File: config.mk
export PLATFORM = sky130hd
export DESIGN_NAME = fpa_cell
export DESIGN_NICKNAME = d
export VERILOG_FILES = /design/src/sv/fpa_pkg.sv /design/src/sv/fpa_cell.sv
export SDC_FILE = /design/constraint.sdc
export NUM_CORES = 1
export LEC_CHECK = 0
export ABC_AREA = 0
export BUFFER_PORTS_ARGS = -buffer_cell sky130_fd_sc_hd__buf_2
export CAP_MARGIN = 15
export CORE_MARGIN = 4
export CORE_UTILIZATION = 44
export CTS_CLUSTER_DIAMETER = 40
export DETAILED_ROUTE_END_ITERATION = 10
export GPL_ROUTABILITY_DRIVEN = 0
export PLACE_DENSITY = 0.88
export SYNTH_ARGS = -nofsm -noshare
export SYNTH_HDL_FRONTEND = slang
export SYNTH_SLANG_ARGS = --single-unit
File: constraint.sdc
create_clock -name clock -period 10.85 [get_ports clock]
set_input_delay 1.6275 -clock clock [delete_from_list [all_inputs] [get_ports clock]]
set_output_delay 1.6275 -clock clock [all_outputs]
set_load 0.03 [all_outputs]
File: src/sv/fpa_pkg.sv
`timescale 1ns / 1ps
// ----------------------------------------------------------------------------
// fpa_pkg
// shared types and constants of the q24.8 arithmetic unit
// ----------------------------------------------------------------------------
package fpa_pkg;

   localparam int FRAC_BITS = 8;
   localparam int DATA_W    = 32;
   localparam int NUM_W     = DATA_W + FRAC_BITS;
   localparam int STAGES    = NUM_W;
   localparam int REM_W     = DATA_W + 2;

   typedef enum logic [3:0] {
      CMD_ADD   = 4'd0,  CMD_SUB  = 4'd1,  CMD_MUL  = 4'd2,  CMD_DIV  = 4'd3,
      CMD_GT    = 4'd4,  CMD_LT   = 4'd5,  CMD_GE   = 4'd6,  CMD_LE   = 4'd7,
      CMD_EQ    = 4'd8,  CMD_NE   = 4'd9,  CMD_MAX  = 4'd10, CMD_MIN  = 4'd11,
      CMD_INC   = 4'd12, CMD_DEC  = 4'd13, CMD_FINT = 4'd14, CMD_TINT = 4'd15
   } cmd_type;

   // one beat travelling down the cell row
   typedef struct packed {
      logic              vld;
      logic              is_div;
      logic              neg;
      logic [DATA_W-1:0] res;
      logic              cmp;
      logic              dz;
      logic [REM_W-1:0]  rem;
      logic [NUM_W-1:0]  num;
      logic [DATA_W-1:0] den;
      logic [NUM_W-1:0]  quo;
   } cell_type;

   typedef struct packed {
      logic [DATA_W-1:0] result;
      logic              compare_true;
      logic              overflow;
      logic              divide_by_zero;
   } rsp_type;

   function automatic logic [DATA_W-1:0] sat_pack(input logic neg,
                                                 input logic [NUM_W:0] mag,
                                                 output logic ovf);
      logic [NUM_W:0] lim;
      logic [DATA_W-1:0] r;
      begin
         lim = neg ? (NUM_W+1)'(64'h8000_0000) : (NUM_W+1)'(64'h7FFF_FFFF);
         ovf = mag > lim;
         if (ovf) begin
            r = lim[DATA_W-1:0];
         end else if (neg) begin
            r = DATA_W'(-mag);
         end else begin
            r = mag[DATA_W-1:0];
         end
         return r;
      end
   endfunction

endpackage

File: src/sv/fpa_cell.sv
`timescale 1ns / 1ps
// ----------------------------------------------------------------------------
// fpa_cell
// one restoring divide step: brings down a numerator bit, subtracts the
// divisor when it fits and shifts the quotient bit in
// ----------------------------------------------------------------------------
module fpa_cell
   import fpa_pkg::*;
(
   input  logic     clock,
   input  logic     reset,
   input  logic     en,
   input  cell_type cell_in_d,
   output cell_type cell_out
);

   cell_type cell_ff, cell_in;
   logic [REM_W-1:0] trial;

   always_comb begin
      cell_in = cell_in_d;
      trial   = {cell_in_d.rem[REM_W-2:0], cell_in_d.num[NUM_W-1]};
      if (cell_in_d.is_div) begin
         cell_in.num = cell_in_d.num << 1;
         if (trial >= REM_W'(cell_in_d.den)) begin
            cell_in.rem = trial - REM_W'(cell_in_d.den);
            cell_in.quo = {cell_in_d.quo[NUM_W-2:0], 1'b1};
         end else begin
            cell_in.rem = trial;
            cell_in.quo = {cell_in_d.quo[NUM_W-2:0], 1'b0};
         end
      end
   end

   always_ff @(posedge clock) begin
      if (reset) begin
         cell_ff.vld <= 1'b0;
      end else if (en) begin
         cell_ff <= cell_in;
      end
   end

   assign cell_out = cell_ff;

endmodule

# Word level (Yosys, flattened, before mapping)
# Index checks and enable logic that the tools add are counted.
dict set report word_totals {
  reg_bits 183
  in_bits 186
  output_inout_bits 183
  elab_cells 19
}
dict set report op_classes {
  n_addsub 1
  n_lt_le_gt_ge 1
  n_mux 4
  bitwise_logic 1
  n_reduce_logical 1
}
# op count
set op_table {}
lappend op_table {{$mux W74} 1}
lappend op_table {{$mux W40} 1}
lappend op_table {{$ge A34 B32 Y1} 1}
lappend op_table {{$mux W34} 1}
lappend op_table {{$sub A34 B32 Y34} 1}
lappend op_table {{$reduce_and A2 Y1} 1}
lappend op_table {{$mux W1} 1}
lappend op_table {{$not A1 Y1} 1}

# Depth between registers and ports, before layout
dict set report logic_depth {
  depth_word 3
  ltp_mapped 13
  mapped_depth_nobuf 11
}

# Worst setup path after synthesis
# OpenSTA, ideal clock, no wires.
dict set report synth_timing {
  path_type {input to register}
  from {input port reset}
  to {register cell_ff, in the netlist cell_out[0], enable pin}
  arrival_time_ns 9.687
  required_time_ns 10.099
  slack_ns 0.412
  path_stages 1
  n_path_buf 0
  path_cell_list {nor2b_1}
}
dict set report synth_between {
  elab_chain_len 2
}
# item line_no
set synth_rtl {}
lappend synth_rtl {{from (decl)} fpa_cell.sv:11} ;# input logic reset,
lappend synth_rtl {{$not A1 Y1 (no line)} -}
lappend synth_rtl {{$reduce_and A2 Y1 (no line)} -}
lappend synth_rtl {{to (signal assigned)} fpa_cell.sv:39} ;# cell_ff <= cell_in;
lappend synth_rtl {{to (decl)} fpa_cell.sv:17} ;# cell_type cell_ff, cell_in;
# No other way between the ends.
# A chain may end at the register's enable or synchronous reset.

==> impl_results.html <==
<table>
<tr><th>Metric</th><th>Value</th></tr>
<tr><th colspan="2">Cells and area</th></tr>
<tr><td>Max reg flops</td><td>183</td></tr>
<tr><td>Final net count</td><td>1301</td></tr>
<tr><td>Multi-input gate area in the final layout</td><td>3405 µm²</td></tr>
<tr><td>Most frequent cells in the layout</td><td>sky130_fd_sc_hd__buf_2, sky130_fd_sc_hd__edfxtp_1, sky130_fd_sc_hd__mux2_2</td></tr>
<tr><td>Post-route insts no fill</td><td>1370</td></tr>
<tr><td>Register cell area after layout</td><td>5485 µm²</td></tr>
<tr><td>Fill cell instance count of the final layout</td><td>1676</td></tr>
<tr><td>Final standard cell utilization of the core</td><td>0.5813</td></tr>
<tr><td>Share of post-route cells with drive strength above 1</td><td>0.4521</td></tr>
<tr><td>Area Overhead vs Synth</td><td>29.44%</td></tr>
<tr><td>Most common library cell in the layout ignoring fill and taps</td><td>sky130_fd_sc_hd__buf_2</td></tr>
<tr><th colspan="2">Detailed routing</th></tr>
<tr><td>DRT antenna net count</td><td>0</td></tr>
<tr><td>Detailed-route via count</td><td>7327</td></tr>
<tr><td>Routed wire length per instance</td><td>20.10 µm</td></tr>
<tr><td>Final routed wirelength across all metal layers</td><td>27540 µm</td></tr>
<tr><td>Number of DRC markers after the initial detailed-route iteration</td><td>599</td></tr>
<tr><td>Via-per-instance ratio</td><td>5.348</td></tr>
<tr><td>Drt drc</td><td>0</td></tr>
<tr><td>DR pass1 iterations</td><td>5</td></tr>
<tr><th colspan="2">STA</th></tr>
<tr><td>Max Slew Vio Count</td><td>0</td></tr>
<tr><td>Max frequency</td><td>201.2 MHz</td></tr>
<tr><td>RSZ-0062 raised after global routing</td><td>no</td></tr>
<tr><td>Min Clock Period, post-route</td><td>4.971 ns</td></tr>
<tr><td>Max_slew headroom</td><td>0.3043</td></tr>
<tr><td>Setup TNS</td><td>0 ns</td></tr>
<tr><td>Final worst path period share</td><td>0.4582</td></tr>
<tr><td>Final Hold Vio Count</td><td>0</td></tr>
<tr><td>Tightest Pin Transition</td><td>1.044 ns</td></tr>
<tr><td>Final setup violation count</td><td>0</td></tr>
<tr><td>Worst clock skew</td><td>0 ns</td></tr>
<tr><th colspan="2">Power and ir drop</th></tr>
<tr><td>Internal power contribution</td><td>1.297 mW</td></tr>
<tr><td>Clock network fraction of total power</td><td>0.325</td></tr>
<tr><td>PwrDens</td><td>159.4 nW/µm²</td></tr>
<tr><td>Switching power</td><td>590.2 µW</td></tr>
<tr><td>Leakage power</td><td>5.012 nW</td></tr>
<tr><td>Maximum resistive drop on vdd</td><td>0.1010 mV</td></tr>
<tr><td>Part of the power in combinational logic</td><td>0.222</td></tr>
<tr><td>Sequential group share of total power</td><td>0.453</td></tr>
<tr><td>Share of total power consumed by net switching</td><td>0.3128</td></tr>
<tr><th colspan="2">Clocking</th></tr>
<tr><td>Clock Path Buffers</td><td>2</td></tr>
<tr><td>Num Clock Sinks</td><td>183</td></tr>
<tr><td>Hold-fix buffers, CTS</td><td>0</td></tr>
<tr><td>Worst skew pair latency</td><td>0.43 ns</td></tr>
<tr><td>CTS tree</td><td>built</td></tr>
<tr><td>Total CTS buffers</td><td>17</td></tr>
<tr><td>Count of buffers added by post-CTS timing repair for setup</td><td>0</td></tr>
<tr><td>Post-cts repair resize count</td><td>0</td></tr>
<tr><td>CTS root buf</td><td>sky130_fd_sc_hd__clkbuf_16</td></tr>
<tr><td>Clock-pin transition on the worst setup and hold timing paths</td><td>0.08 ns</td></tr>
<tr><td>Number of levels the H-tree was split into</td><td>4</td></tr>
<tr><th colspan="2">Setup path</th></tr>
<tr><td>Highest fanout seen on the critical path</td><td>25</td></tr>
<tr><td>Crit. End Element</td><td>register</td></tr>
<tr><td>Data arrival time of the critical path</td><td>5.15 ns</td></tr>
<tr><td>Data required time at the worst endpoint</td><td>11.03 ns</td></tr>
<tr><td>Critical register-to-register path startpoint</td><td>cell_out[182]$_SDFFE_PP0P_</td></tr>
<tr><td>Most Frequent Cell on Critical Path</td><td>sky130_fd_sc_hd__mux2_2</td></tr>
<tr><td>Worst-case reg-to-reg path depth</td><td>2</td></tr>
<tr><td>Path type of the worst setup path</td><td>input pin to register</td></tr>
<tr><td>Kind of launch point of the worst setup path</td><td>input pin</td></tr>
<tr><td>Cell with the largest stage delay on the worst path</td><td>sky130_fd_sc_hd__nand2_1</td></tr>
<tr><td>CP max stage delay</td><td>0.66 ns</td></tr>
<tr><td>Kind of cell adding the most delay to the critical path</td><td>compound AO/OA/AOI/OAI gates</td></tr>
<tr><td>WP buf/inv</td><td>2</td></tr>
<tr><td>RR Endpoint</td><td>cell_out[182]$_SDFFE_PP0P_</td></tr>
<tr><td>Worst-case register-to-register setup slack</td><td>10.25 ns</td></tr>
<tr><td>Chain of cells forming the critical path</td><td>buf_2 -&gt; inv_1 -&gt; ha_1 -&gt; and2_1 -&gt; a221oi_1 -&gt; a21oi_1 -&gt; o21ai_1 -&gt; a311o_1 -&gt; nand2_1 -&gt; mux2_2 -&gt; mux2_2</td></tr>
<tr><th colspan="2">Placed design</th></tr>
<tr><td>Cell total after placement</td><td>1333</td></tr>
<tr><td>Post-detailed-placement half-perimeter wirelength</td><td>21630 µm</td></tr>
<tr><td>Count of buffers inserted at the top-level ports</td><td>368</td></tr>
<tr><th colspan="2">Synth</th></tr>
<tr><td>Warning count from the yosys run</td><td>0</td></tr>
<tr><td>Number of enable flip-flop cells after synthesis</td><td>182</td></tr>
<tr><td>Share of synthesized flip-flops with an asynchronous set or reset</td><td>0</td></tr>
<tr><td>Main flop type after synthesis</td><td>sky130_fd_sc_hd__edfxtp_1</td></tr>
<tr><td>Share of the yosys chip area belonging to registers</td><td>0.5997</td></tr>
<tr><td>Number of distinct standard cells referenced by the synthesized netlist</td><td>57</td></tr>
<tr><td>Syn Nets</td><td>940</td></tr>
<tr><td>Synthesized cell area</td><td>9146 µm²</td></tr>
<tr><td>Post-Syn Area per Cell</td><td>12.69 µm²</td></tr>
<tr><td>Post-synthesis instance total</td><td>721</td></tr>
<tr><td>Synthesized flop and latch total</td><td>183</td></tr>
<tr><th colspan="2">Global routing</th></tr>
<tr><td>Initial antenna violation count</td><td>6</td></tr>
<tr><td>Overall overflow remaining after global route</td><td>0</td></tr>
<tr><td>First-pass GRT wire length</td><td>41810 µm</td></tr>
<tr><td>Total routing resource utilization after global routing</td><td>0.2300</td></tr>
<tr><td>Pin count of the biggest net entering global routing</td><td>81</td></tr>
<tr><td>Number of global-route vias before repair</td><td>7362</td></tr>
<tr><th colspan="2">Hold path</th></tr>
<tr><td>Cell depth of the worst hold path</td><td>2</td></tr>
<tr><td>Kind of path behind the tightest hold check</td><td>register to register</td></tr>
<tr><td>Hold_sp</td><td>cell_out[182]$_SDFFE_PP0P_</td></tr>
<tr><td>Worst hold endpoint</td><td>cell_out[182]$_SDFFE_PP0P_</td></tr>
<tr><th colspan="2">Die</th></tr>
<tr><td>Standard-cell rows</td><td>52</td></tr>
<tr><td>Die Height</td><td>152.2 µm</td></tr>
<tr><td>Die Outline Area</td><td>23160 µm²</td></tr>
<tr><td>Placeable core region</td><td>20360 µm²</td></tr>
<tr><td>Die span in x</td><td>152.2 µm</td></tr>
<tr><td>I/O pin cnt</td><td>369</td></tr>
<tr><td>Starting density of the core</td><td>0.4491</td></tr>
<tr><th colspan="2">Run</th></tr>
<tr><td>Max-cap check violation count</td><td>0</td></tr>
<tr><th colspan="2">Run status</th></tr>
<tr><td>Result of the run</td><td>completed</td></tr>
</table>
-- layout make-up --
type | count | share of cell area
clock buffers | 17 | 0.03593
inverters | 37 | 0.01173
multi-input cells | 471 | 0.2876
well taps | 270 | 0.02854
repair buffers | 372 | 0.1583
diodes | 5 | 0.001057
flip-flops and latches | 183 | 0.4633
clock inverters | 15 | 0.01353
-- power by group through the flow --
| stage | Clock [mW] | Sequential, mW | Combinational [mW] |
|---|---|---|---|
| detailed placement | 0 | 0.871 | 0.417 |
| floorplan | 0 | 0.985 | 0.170 |
| CTS | 0.623 | 0.856 | 0.419 |
| global route | 0.655 | 0.859 | 0.450 |
| finish | 0.613 | 0.855 | 0.419 |
| global placement | 0 | 0.869 | 0.408 |
-- routing by layer --
metal	up-vias	GRT usage	part of all wire
li1	3453	-	-
met1	3451	0.2649	0.37
met2	352	0.4060	0.52
met3	65	0.06759	0.079
met4	6	0.08647	0.033
met5	-	0	0.0013
-- cell usage after synthesis, drive strengths merged, types with 7 or more instances --
| master | count | share of area |
|---|---|---|
| nand2 | 63 | 0.026 |
| ha | 32 | 0.044 |
| o21bai | 7 | 0.0057 |
| xnor2 | 13 | 0.012 |
| a21oi | 34 | 0.019 |
| o21ai | 27 | 0.015 |
| nand3 | 17 | 0.0093 |
| nand4 | 7 | 0.0048 |
| inv | 37 | 0.015 |
| o211ai | 7 | 0.0057 |
| nor2b | 9 | 0.0062 |
| mux2 | 85 | 0.10 |
| a21o | 13 | 0.011 |
| xor2 | 12 | 0.011 |
| a31oi | 30 | 0.021 |
| edfxtp | 182 | 0.60 |
| nor2 | 47 | 0.019 |
| nor3 | 8 | 0.0044 |
| clkbuf | 24 | 0.0098 |
-- logic make-up after synthesis --
logic type                 after synthesis  synth area share
xor gates and xnor gates                25           0.02394
AOI/OAI and AO/OA                      149            0.1051
muxes                                   87            0.1068
and+or+nand+nor                        177           0.08960
buffers and inverters                   67           0.02886
DFF                                    183            0.5997
adders and majority gates               33           0.04596
-- tightest hold or removal path, stage by stage (launching register included) --
cell and delay, ns:
sky130_fd_sc_hd__dfxtp_1 0.34, sky130_fd_sc_hd__mux2i_1 0.07, sky130_fd_sc_hd__nor2_1 0.09
-- through the flow --
| step | worst slack, ns | hold slack, ns | power, mW | instance area [µm²] |
|---|---|---|---|---|
| CTS | 5.976 | 0.5413 | 1.897 | 11830 |
| finish | 5.879 | 0.5291 | 1.887 | 11840 |
| detailed placement | 5.526 | 0.5237 | 1.288 | 11240 |
| global route | 5.609 | 0.6075 | 1.964 | 11830 |
| global placement | 5.731 | 0.4673 | 1.277 | 11240 |
| floorplan | 0.4115 | 0.6299 | 1.155 | 9146 |
-- worst max path at each step --
| stage | from | end | slack, ns | cells past startpoint |
|---|---|---|---|---|
| after floorplan | reset | cell_out[0]$_DFFE_PP_ | 0.41 | 1 |
| after global routing | cell_in_d[44] | cell_out[126]$_DFFE_PP_ | 5.61 | 11 |
| after detailed placement | cell_in_d[44] | cell_out[121]$_DFFE_PP_ | 5.53 | 11 |
| after CTS | cell_in_d[44] | cell_out[121]$_DFFE_PP_ | 5.98 | 11 |
| after global placement | cell_in_d[111] | cell_out[121]$_DFFE_PP_ | 5.73 | 12 |
| final | cell_in_d[44] | cell_out[121]$_DFFE_PP_ | 5.88 | 11 |
Note: power is estimated with default switching activity, not from simulation.
