$ cat src/sv/fpa_pkg.sv
`timescale 1ns / 1ps
// ----------------------------------------------------------------------------
// fpa_pkg
// shared types and constants of the q24.8 arithmetic unit
// ----------------------------------------------------------------------------
package fpa_pkg;

   localparam int FRAC_BITS = 8;
   localparam int DATA_W    = 32;
   localparam int NUM_W     = DATA_W + FRAC_BITS;
   localparam int STAGES    = NUM_W;
   localparam int REM_W     = DATA_W + 2;

   typedef enum logic [3:0] {
      CMD_ADD   = 4'd0,  CMD_SUB  = 4'd1,  CMD_MUL  = 4'd2,  CMD_DIV  = 4'd3,
      CMD_GT    = 4'd4,  CMD_LT   = 4'd5,  CMD_GE   = 4'd6,  CMD_LE   = 4'd7,
      CMD_EQ    = 4'd8,  CMD_NE   = 4'd9,  CMD_MAX  = 4'd10, CMD_MIN  = 4'd11,
      CMD_INC   = 4'd12, CMD_DEC  = 4'd13, CMD_FINT = 4'd14, CMD_TINT = 4'd15
   } cmd_type;

   // one beat travelling down the cell row
   typedef struct packed {
      logic              vld;
      logic              is_div;
      logic              neg;
      logic [DATA_W-1:0] res;
      logic              cmp;
      logic              dz;
      logic [REM_W-1:0]  rem;
      logic [NUM_W-1:0]  num;
      logic [DATA_W-1:0] den;
      logic [NUM_W-1:0]  quo;
   } cell_type;

   typedef struct packed {
      logic [DATA_W-1:0] result;
      logic              compare_true;
      logic              overflow;
      logic              divide_by_zero;
   } rsp_type;

   function automatic logic [DATA_W-1:0] sat_pack(input logic neg,
                                                 input logic [NUM_W:0] mag,
                                                 output logic ovf);
      logic [NUM_W:0] lim;
      logic [DATA_W-1:0] r;
      begin
         lim = neg ? (NUM_W+1)'(64'h8000_0000) : (NUM_W+1)'(64'h7FFF_FFFF);
         ovf = mag > lim;
         if (ovf) begin
            r = lim[DATA_W-1:0];
         end else if (neg) begin
            r = DATA_W'(-mag);
         end else begin
            r = mag[DATA_W-1:0];
         end
         return r;
      end
   endfunction

endpackage

$ cat src/sv/fpa_back.sv
`timescale 1ns / 1ps
// ----------------------------------------------------------------------------
// fpa_back
// rounds and saturates the quotient and registers the result beat
// ----------------------------------------------------------------------------
module fpa_back
   import fpa_pkg::*;
(
   input  logic     clock,
   input  logic     reset,
   input  logic     en,
   input  cell_type cell_in_d,
   output logic     out_vld,
   output rsp_type  rsp_out
);

   rsp_type rsp_ff, rsp_in;
   logic vld_ff;
   logic [NUM_W:0] q;
   logic ovf_d;
   logic [DATA_W-1:0] dres;

   always_comb begin
      // round half up: twice the remainder against the divisor
      q = {1'b0, cell_in_d.quo} +
          (NUM_W+1)'({cell_in_d.rem[REM_W-2:0], 1'b0} >= REM_W'(cell_in_d.den));
      dres = sat_pack(cell_in_d.neg, q, ovf_d);
      rsp_in.compare_true   = cell_in_d.cmp;
      rsp_in.divide_by_zero = cell_in_d.dz;
      if (cell_in_d.is_div) begin
         rsp_in.result   = dres;
         rsp_in.overflow = ovf_d;
      end else begin
         rsp_in.result   = cell_in_d.res;
         rsp_in.overflow = cell_in_d.quo[0] & !cell_in_d.dz & (cell_in_d.rem == '0);
      end
   end

   always_ff @(posedge clock) begin
      if (reset) begin
         vld_ff <= 1'b0;
      end else if (en) begin
         vld_ff <= cell_in_d.vld;
         rsp_ff <= rsp_in;
      end
   end

   assign out_vld = vld_ff;
   assign rsp_out = rsp_ff;

endmodule
$ cat config.mk
export PLATFORM = sky130hd
export DESIGN_NAME = fpa_back
export DESIGN_NICKNAME = d
export VERILOG_FILES = /design/src/sv/fpa_pkg.sv /design/src/sv/fpa_back.sv
export SDC_FILE = /design/constraint.sdc
export NUM_CORES = 1
export LEC_CHECK = 0
export ABC_CLOCK_PERIOD_IN_PS = 5000
export BUFFER_PORTS_ARGS = -buffer_cell sky130_fd_sc_hd__buf_2
export CAP_MARGIN = 30
export CORE_MARGIN = 2
export CORE_UTILIZATION = 40
export CTS_BUF_LIST = sky130_fd_sc_hd__clkbuf_8
export CTS_CLUSTER_DIAMETER = 150
export DETAILED_ROUTE_END_ITERATION = 6
export PLACE_DENSITY = 0.71
export REMOVE_ABC_BUFFERS = 1
export SYNTH_ARGS = -nofsm -noshare
export SYNTH_HDL_FRONTEND = slang
export SYNTH_SLANG_ARGS = --single-unit
$ cat constraint.sdc
create_clock -name clock -period 5 [get_ports clock]
set_input_delay 0 -clock clock [delete_from_list [all_inputs] [get_ports clock]]
set_output_delay 0 -clock clock [all_outputs]
set_load 0.02 [all_outputs]
### After elaboration in Yosys (flattened, before gate mapping)

Cells that the tools add are included.

| storage, ports and cells | value |
|---|---|
| bits in latches | 0 |
| bits in writable memories | 0 |
| bits in registers | 36 |
| output and inout bits | 36 |
| ROM bits | 0 |
| memories kept | 0 |
| logic and storage cells | 20 |

| operators by class | value |
|---|---|
| reductions and logical operators | 3 |
| bitwise logic cells | 3 |
| shifts and indexed selects | 0 |
| muxes and demuxes | 5 |
| eq/ne operators | 0 |
| $lt $le $gt $ge | 2 |
| $add $sub $neg | 2 |
| multiply operators | 0 |
| div/mod/pow operators | 0 |

Operators with widths:

| kind | count |
|---|---|
| 32-bit two-way mux | 4 |
| 40-bit by 1-bit adder with 41-bit output | 1 |
| 41-bit by 32-bit > comparator with 1-bit output | 1 |
| 34-bit by 32-bit greater-or-equal comparator with 1-bit output | 1 |
| 34-bit zero test | 1 |
| 32-bit negator | 1 |
| 1-bit bitwise AND | 2 |
| 2-bit AND reduction | 1 |
| 1-bit zero test | 1 |
| 1-bit two-way mux | 1 |
| 1-bit inverter | 1 |

### Logic depth before layout (Yosys ltp)

Gate-level depths: netlist of run 1.

| logic depth | value |
|---|---|
| word-level depth | 6 |
| depth in mapped cells | 30 |
| gate-level depth less buffers | 28 |

### Worst setup path after synthesis of run 1

No wires, ideal clock.

| timing path | value |
|---|---|
| path kind | in2reg |
| start | input cell_in_d[41] (netlist bit) |
| end | register rsp_ff (netlist bit rsp_out[33]), data pin |
| library setup time | 0.255 ns |
| arrival time | 4.955 ns |
| required time | 4.745 ns |
| stages on the path | 29 |
| path buffers | 2 |
| path slack | -0.210 ns |
| cell sequence | inv_1 ha_1 nor2b_1 o21a_1 o21a_1 o21a_1 o21a_1 o21ai_0 a21oi_1 o21ai_0 o2111ai_1 ha_1 ha_1 buf_2 nand4_4 nor4_1 xnor2_1 inv_1 ha_1 nand4_1 or2_2 nor4_1 o21ai_0 o2111ai_1 o211a_1 or2_1 buf_4 o21ai_1 a31o_1 |

RTL lines:

| element | RTL line | RTL |
|---|---|---|
| start: declaration | fpa_back.sv:12 | `input cell_type cell_in_d,` |
| end signal: assignment | fpa_back.sv:44 | `rsp_ff <= rsp_in;` |
| end: declaration | fpa_back.sv:17 | `rsp_type rsp_ff, rsp_in;` |

==> flow_summary_export.csv, run 1 <==
group,metric,value,unit
die,num_rows,42,
clocking,clkTransAtPathRegs,70,ps
clocking,cts_buffers,5,
timing,fin_crit_sh,1.02,
final_layout,final_cell_mix,"179 x buf_2, 156 x buf_4, 60 x inv_1",
placed_design,dp_hpwl,14300,µm
grt,antenna_found_initial,0,
synth,syn_area,0.00534,mm²
synth,synth_top_area_frac,0.197,
worst_setup_path,crit_start,"cell_in_d[51]",
clocking,ctsLongestPathBuffers,2,
final_layout,final_cells,1186,
worst_setup_path,worst-path-buf-inv,9,
final_layout,final_cell_area,0.00818,mm²
synth,yosysWarnings,0,
placed_design,routabilityCongestion,0.910,
drt,viasPerCell,5.59,
synth,synth_edf_count,35,
worst_setup_path,critPathMaxFanout,6,
synth,avgSynthCellArea,7.83,µm²
worst_setup_path,crit_required,5040,ps
timing,hold_viol_final,0,
synth,synth_ff_type,"edfxtp_1",
drt,drt_pass1_iterations,5,
final_layout,layout-drive-gt1-share,0.417,
synth,synth.distinct_cells,70,
synth,synthTopCellsByArea,"edfxtp_1 20%, ha_1 15%, inv_1 4.5%",
timing,fin_hold_ws,37.3,ps
run_status,violations,"negative setup slack",
timing,worst_slew_pin_slew,969,ps
grt,grt-ovfl-total,0,
synth,synth-async-reset-ratio,0,
run,maxCapViolCount,0,
pwr,p_leak,3.86,nW
timing,slew_headroom,0.353,
timing,finalSetupTns,-1150,ps
worst_setup_path,cp_num_cells,31,
worst_setup_path,slowest_stage,"ha_1",
synth,ys_seq_elements,36,
die,dieWidth,120,µm
clocking,clk_latency,300,ps
die,start_util,0.406,
timing,setup_violations,24,
grt,first_global_vias,6131,
clocking,htreeDepth,2,
worst_setup_path,regToRegEndpoint,"out_vld",
timing,slew_violations,0,
placed_design,dpl_cell_area,0.00718,mm²
pwr,fin_total_pwr,1.16,mW
placed_design,port_buffers,181,
grt,grt_pass1_wl,29400,µm
clocking,cts_tree,"done",
die,die_h,120,µm
run_status,status,"finished with violations",
final_layout,areaGrowthSynthToFinish,53.1,%
worst_setup_path,rrSetupSlack,3860,ps
grt,grt_max_degree,57,
synth,synthCells,682,
drt,drc,0,
die,core_area,0.0131,mm²
worst_setup_path,path_class,"in -> reg",
placed_design,dp_cells,1119,
final_layout,fin_nets,1261,
drt,antenna_left,0,
clocking,root_buffer,"clkbuf_8",
worst_setup_path,r2r-start,"out_vld",
die,dieArea,0.0143,mm²
timing,finalCriticalPeriod,5090,ps
final_layout,diodes,0,
worst_setup_path,critPathCaptureType,"flip-flop",
die,io_pins,222,
pwr,ir_drop,0.110,mV
timing,rsz0062_at_grt,"yes",
min_path,hp-class,"in -> reg",
grt,grt_usage,0.251,
drt,wl_per_cell,16.5,µm
timing,setup_ws,-92.3,ps
drt,dr.first_iter.drc_count,537,
clocking,cts.sinks,36,
worst_setup_path,crit_top_cell,"buf_4",
worst_setup_path,critPathCapture,"rsp_out[23]",
worst_setup_path,critPathLaunchType,"input port",
final_layout,layout_commonest_cell,"buf_2",
worst_setup_path,crit_family,"compound AO/OA/AOI/OAI gates",
drt,num_vias,6628,
timing,finClkSkew,0,ps
worst_setup_path,r2r_cells,3,
drt,postRouteWirelength,19600,µm
timing,clock.fmax,0.196,GHz
synth,synth.yosys.seq_area_share,0.201,
worst_setup_path,critPathArrivalTime,5140,ps
synth,netlist.top_cell.by_area,"edfxtp_1",
pwr,p_per_area,142,mW/mm²
worst_setup_path,slowest_delay,340,ps
## synthesized netlist by cell type (all sizes together), types with 4 or more instances
library cell	count
a211oi	5
a21boi	4
a21o	16
a21oi	39
a31o	5
a31oi	8
and2	8
and3	8
and4	7
buf	16
clkbuf	15
edfxtp	35
ha	66
inv	64
mux2i	5
nand2	59
nand3	26
nand4	28
nor2	57
nor2b	11
nor3	20
nor4	25
o211a	4
o21a	8
o21ai	41
o221a	16
o31ai	5
or2	4
or3	6
or4	5
xnor2	19
xor2	13
## kinds of logic after synthesis
logic type      count (synthesis)  synth area share
xor+xnor                       32            0.0525
buf+inv                        95            0.0731
simple gates                  270             0.277
flops                          36             0.201
mux                             5           0.00937
fa+ha+maj                      66             0.155
compound gates                178             0.233
## metrics by stage
stage | utilization | setup WS, ps
final | 0.622 | -92.3
after global routing | 0.622 | -298
after CTS | 0.584 | 4.94
after detailed placement | 0.547 | -621
after global placement | 0.546 | -421
after floorplan | - | -468
## per-layer routing
layer,GRT usage,vias up,wire (µm)
li1,-,3200,-
met1,0.325,3038,8080
met2,0.432,337,9460
met3,0.0219,53,1370
met4,0.0978,0,630
met5,0,-,0
## state kept, by name (all words and copies together), names as in the netlist
register  count
rsp_out      35
out_vld       1
## cell type report
cell class	instances	area, µm²
Fill cell	1122	4960
Multi-Input combinational cell	551	4220
Timing Repair Buffer	351	2320
Sequential cell	36	1070
Inverter	64	243
Tap cell	176	220
Clock buffer	5	68.8
Clock inverter	3	38.8
## worst reg2reg max path: stages (launching register included)
cell and delay [ps]:
dfxtp_1 310, mux2i_1 130, nor2_1 50, dlygate4sd3_1 540
## report_power, final
group / leakage, nW / switching, mW / internal [mW] / total, mW
sequential: 0.339 / 0.00531 / 0.358 / 0.363
combinational: 3.46 / 0.285 / 0.262 / 0.547
clock: 0.0593 / 0.103 / 0.146 / 0.249
## how the worst min path moves through the flow
stage	from	depth (start not counted)	to
after floorplan	reset	1	out_vld
after global placement	cell_in_d[147]	1	rsp_out[2]
after detailed placement	cell_in_d[147]	1	rsp_out[2]
after CTS	cell_in_d[159]	3	rsp_out[14]
after global routing	cell_in_d[170]	2	rsp_out[25]
final	cell_in_d[170]	2	rsp_out[25]
## timing repair
item                       CTS  global route
buffers inserted            28            25
cloned                       1             2
pin swaps                   12            53
setup endpoints to repair   32            33
hold buffers                 4             0
resized for setup           24            52
hold endpoints to repair     3             0
(Power assumes the default switching activity.)
==> run 2, diff against run 1 <==
Settings changed: CELL_PAD_IN_SITES_DETAIL_PLACEMENT set to 1, CELL_PAD_IN_SITES_GLOBAL_PLACEMENT set to 2, CORE_UTILIZATION 40 to 25, PLACE_DENSITY 0.71 to 0.8.
==> flow_summary_export.csv, run 2 (synthesized netlist as in run 1, its figures left out) <==
group,metric,value,unit
worst_setup_path,crit_top_cell,"o21a_1",
worst_setup_path,rrSetupSlack,3840,ps
pwr,power_switching,0.417,mW
clocking,clkTransAtPathRegs,80,ps
die,io_pins,222,
worst_setup_path,crit_required,5040,ps
min_path,hp-class,"in -> reg",
pwr,p_comb_frac,0.467,
final_layout,final_cell_mix,"179 x buf_2, 165 x buf_4, 60 x inv_1",
worst_setup_path,crit_start,"cell_in_d[112]",
final_layout,fin_nets,1268,
timing,slew_headroom,0.494,
run,maxCapViolCount,0,
clocking,clk_latency,300,ps
final_layout,fin_util,0.400,
pwr,p_int,0.805,mW
drt,dr.first_iter.drc_count,290,
pwr,fin_total_pwr,1.22,mW
final_layout,layout_commonest_cell,"buf_2",
worst_setup_path,path_class,"in -> reg",
pwr,p_leak,3.92,nW
min_path,hold_depth,2,
min_path,hold_end,"rsp_out[23]",
timing,finalSetupTns,0,ps
timing,rsz0062_at_grt,"yes",
grt,grt_usage,0.188,
clocking,cts_buffers,5,
worst_setup_path,critPathLaunchType,"input port",
min_path,hp-start,"cell_in_d[168]",
worst_setup_path,critPathMaxFanout,8,
pwr,p_clk_frac,0.236,
placed_design,dpl_cell_area,0.00744,mm²
timing,fin_crit_sh,0.978,
timing,hold_viol_final,0,
grt,grt_max_degree,57,
drt,drt_pass1_iterations,4,
placed_design,dp_hpwl,17700,µm
worst_setup_path,slowest_stage,"nor3_4",
final_layout,final_cell_area,0.00840,mm²
die,core_area,0.0210,mm²
die,dieWidth,150,µm
timing,slew_violations,0,
worst_setup_path,slowest_delay,310,ps
grt,gr-usage-met2,0.318,
timing,setup_violations,0,
worst_setup_path,r2r-start,"out_vld",
drt,viasPerCell,5.06,
grt,grt_pass1_wl,34000,µm
worst_setup_path,r2r_cells,3,
pwr,ir_drop,0.0976,mV
drt,wl_per_cell,17.6,µm
worst_setup_path,regToRegEndpoint,"out_vld",
die,start_util,0.254,
timing,finalCriticalPeriod,4890,ps
drt,antenna_left,0,
placed_design,routabilityCongestion,0.857,
pwr,seqPwrFrac,0.297,
grt,first_global_vias,6607,
grt,use_met3,0.0133,
drt,num_vias,6554,
grt,busiest_layer,"met2",
final_layout,areaGrowthSynthToFinish,57.4,%
final_layout,layout-drive-gt1-share,0.433,
timing,clock.fmax,0.204,GHz
pwr,p_per_area,145,mW/mm²
clocking,root_buffer,"clkbuf_8",
worst_setup_path,critPathCaptureType,"flip-flop",
grt,met1_usage,0.254,
die,num_rows,53,
run_status,status,"completed",
timing,finClkSkew,0,ps
timing,worst_slew_pin_slew,758,ps
final_layout,largest_register_ff_count,35,
clocking,cts.sinks,36,
grt,antenna_found_initial,3,
clocking,ctsLongestPathBuffers,2,
placed_design,port_buffers,181,
clocking,htreeDepth,2,
die,dieArea,0.0225,mm²
drt,drc,0,
final_layout,nFillCells,2568,
worst_setup_path,critPathArrivalTime,4930,ps
die,die_h,150,µm
pwr,swShare,0.341,
drt,postRouteWirelength,22800,µm
grt,grt-ovfl-total,0,
clocking,cts_tree,"done",
## run 2: routing by layer
metal	wire [µm]	part of all wire
met1	10100	0.44
met2	10900	0.48
met3	1030	0.045
met4	729	0.032
met5	0	0
## run 2: what timing repair did
item,in CTS,in global routing
cloned,0,1
endpoints found under the setup margin,33,33
setup buffers,36,9
gates resized for setup,25,68
pin swaps,11,45
hold endpoints to repair,3,0
hold buffers,4,0
## run 2: worst max path at each step
stage | end | cells past startpoint | slack [ps]
2_1_floorplan | rsp_out[25] | 28 | -470
4_1_cts | rsp_out[22] | 30 | 20
3_5_place_dp | rsp_out[5] | 31 | -630
5_1_grt | rsp_out[19] | 29 | -140
6_report | rsp_out[19] | 29 | 110
3_3_place_gp | rsp_out[9] | 29 | -470
## run 2: per-stage QoR
stage / cells / setup slack (ps) / hold slack (ps)
3_3_place_gp: 1234 / -473 / 177
6_report: 1295 / 109 / 13.5
3_5_place_dp: 1236 / -629 / 179
4_1_cts: 1284 / 22.6 / 3.16
2_1_floorplan: 651 / -468 / 72.4
5_1_grt: 1295 / -139 / 12.3
## run 2: power by group through the flow
| stage | clock network, mW | registers, mW | logic [mW] |
|---|---|---|---|
| after global routing | 0.306 | 0.365 | 0.626 |
| after global placement | 0 | 0.370 | 0.480 |
| after floorplan | 0 | 0.399 | 0.202 |
| after detailed placement | 0 | 0.370 | 0.494 |
| final | 0.288 | 0.363 | 0.571 |
| after CTS | 0.294 | 0.363 | 0.526 |
## run 2: layout make-up
class	count	area, µm²	share of cell area
Clock buffer	7	96.3	0.0115
Sequential cell	36	1070	0.127
Timing Repair Buffer	358	2300	0.274
Multi-Input combinational cell	551	4310	0.513
Antenna cell	3	7.51	0.000893
Clock inverter	1	30.0	0.00357
Tap cell	275	344	0.0409
Inverter	64	243	0.0289
## run 2: critical path: cells and delay by family
kind	cells	cell delay, ps
adders and majority gates	4	990
AOI/OAI and AO/OA	12	1630
and+or+nand+nor	8	1580
buffers and inverters	5	720
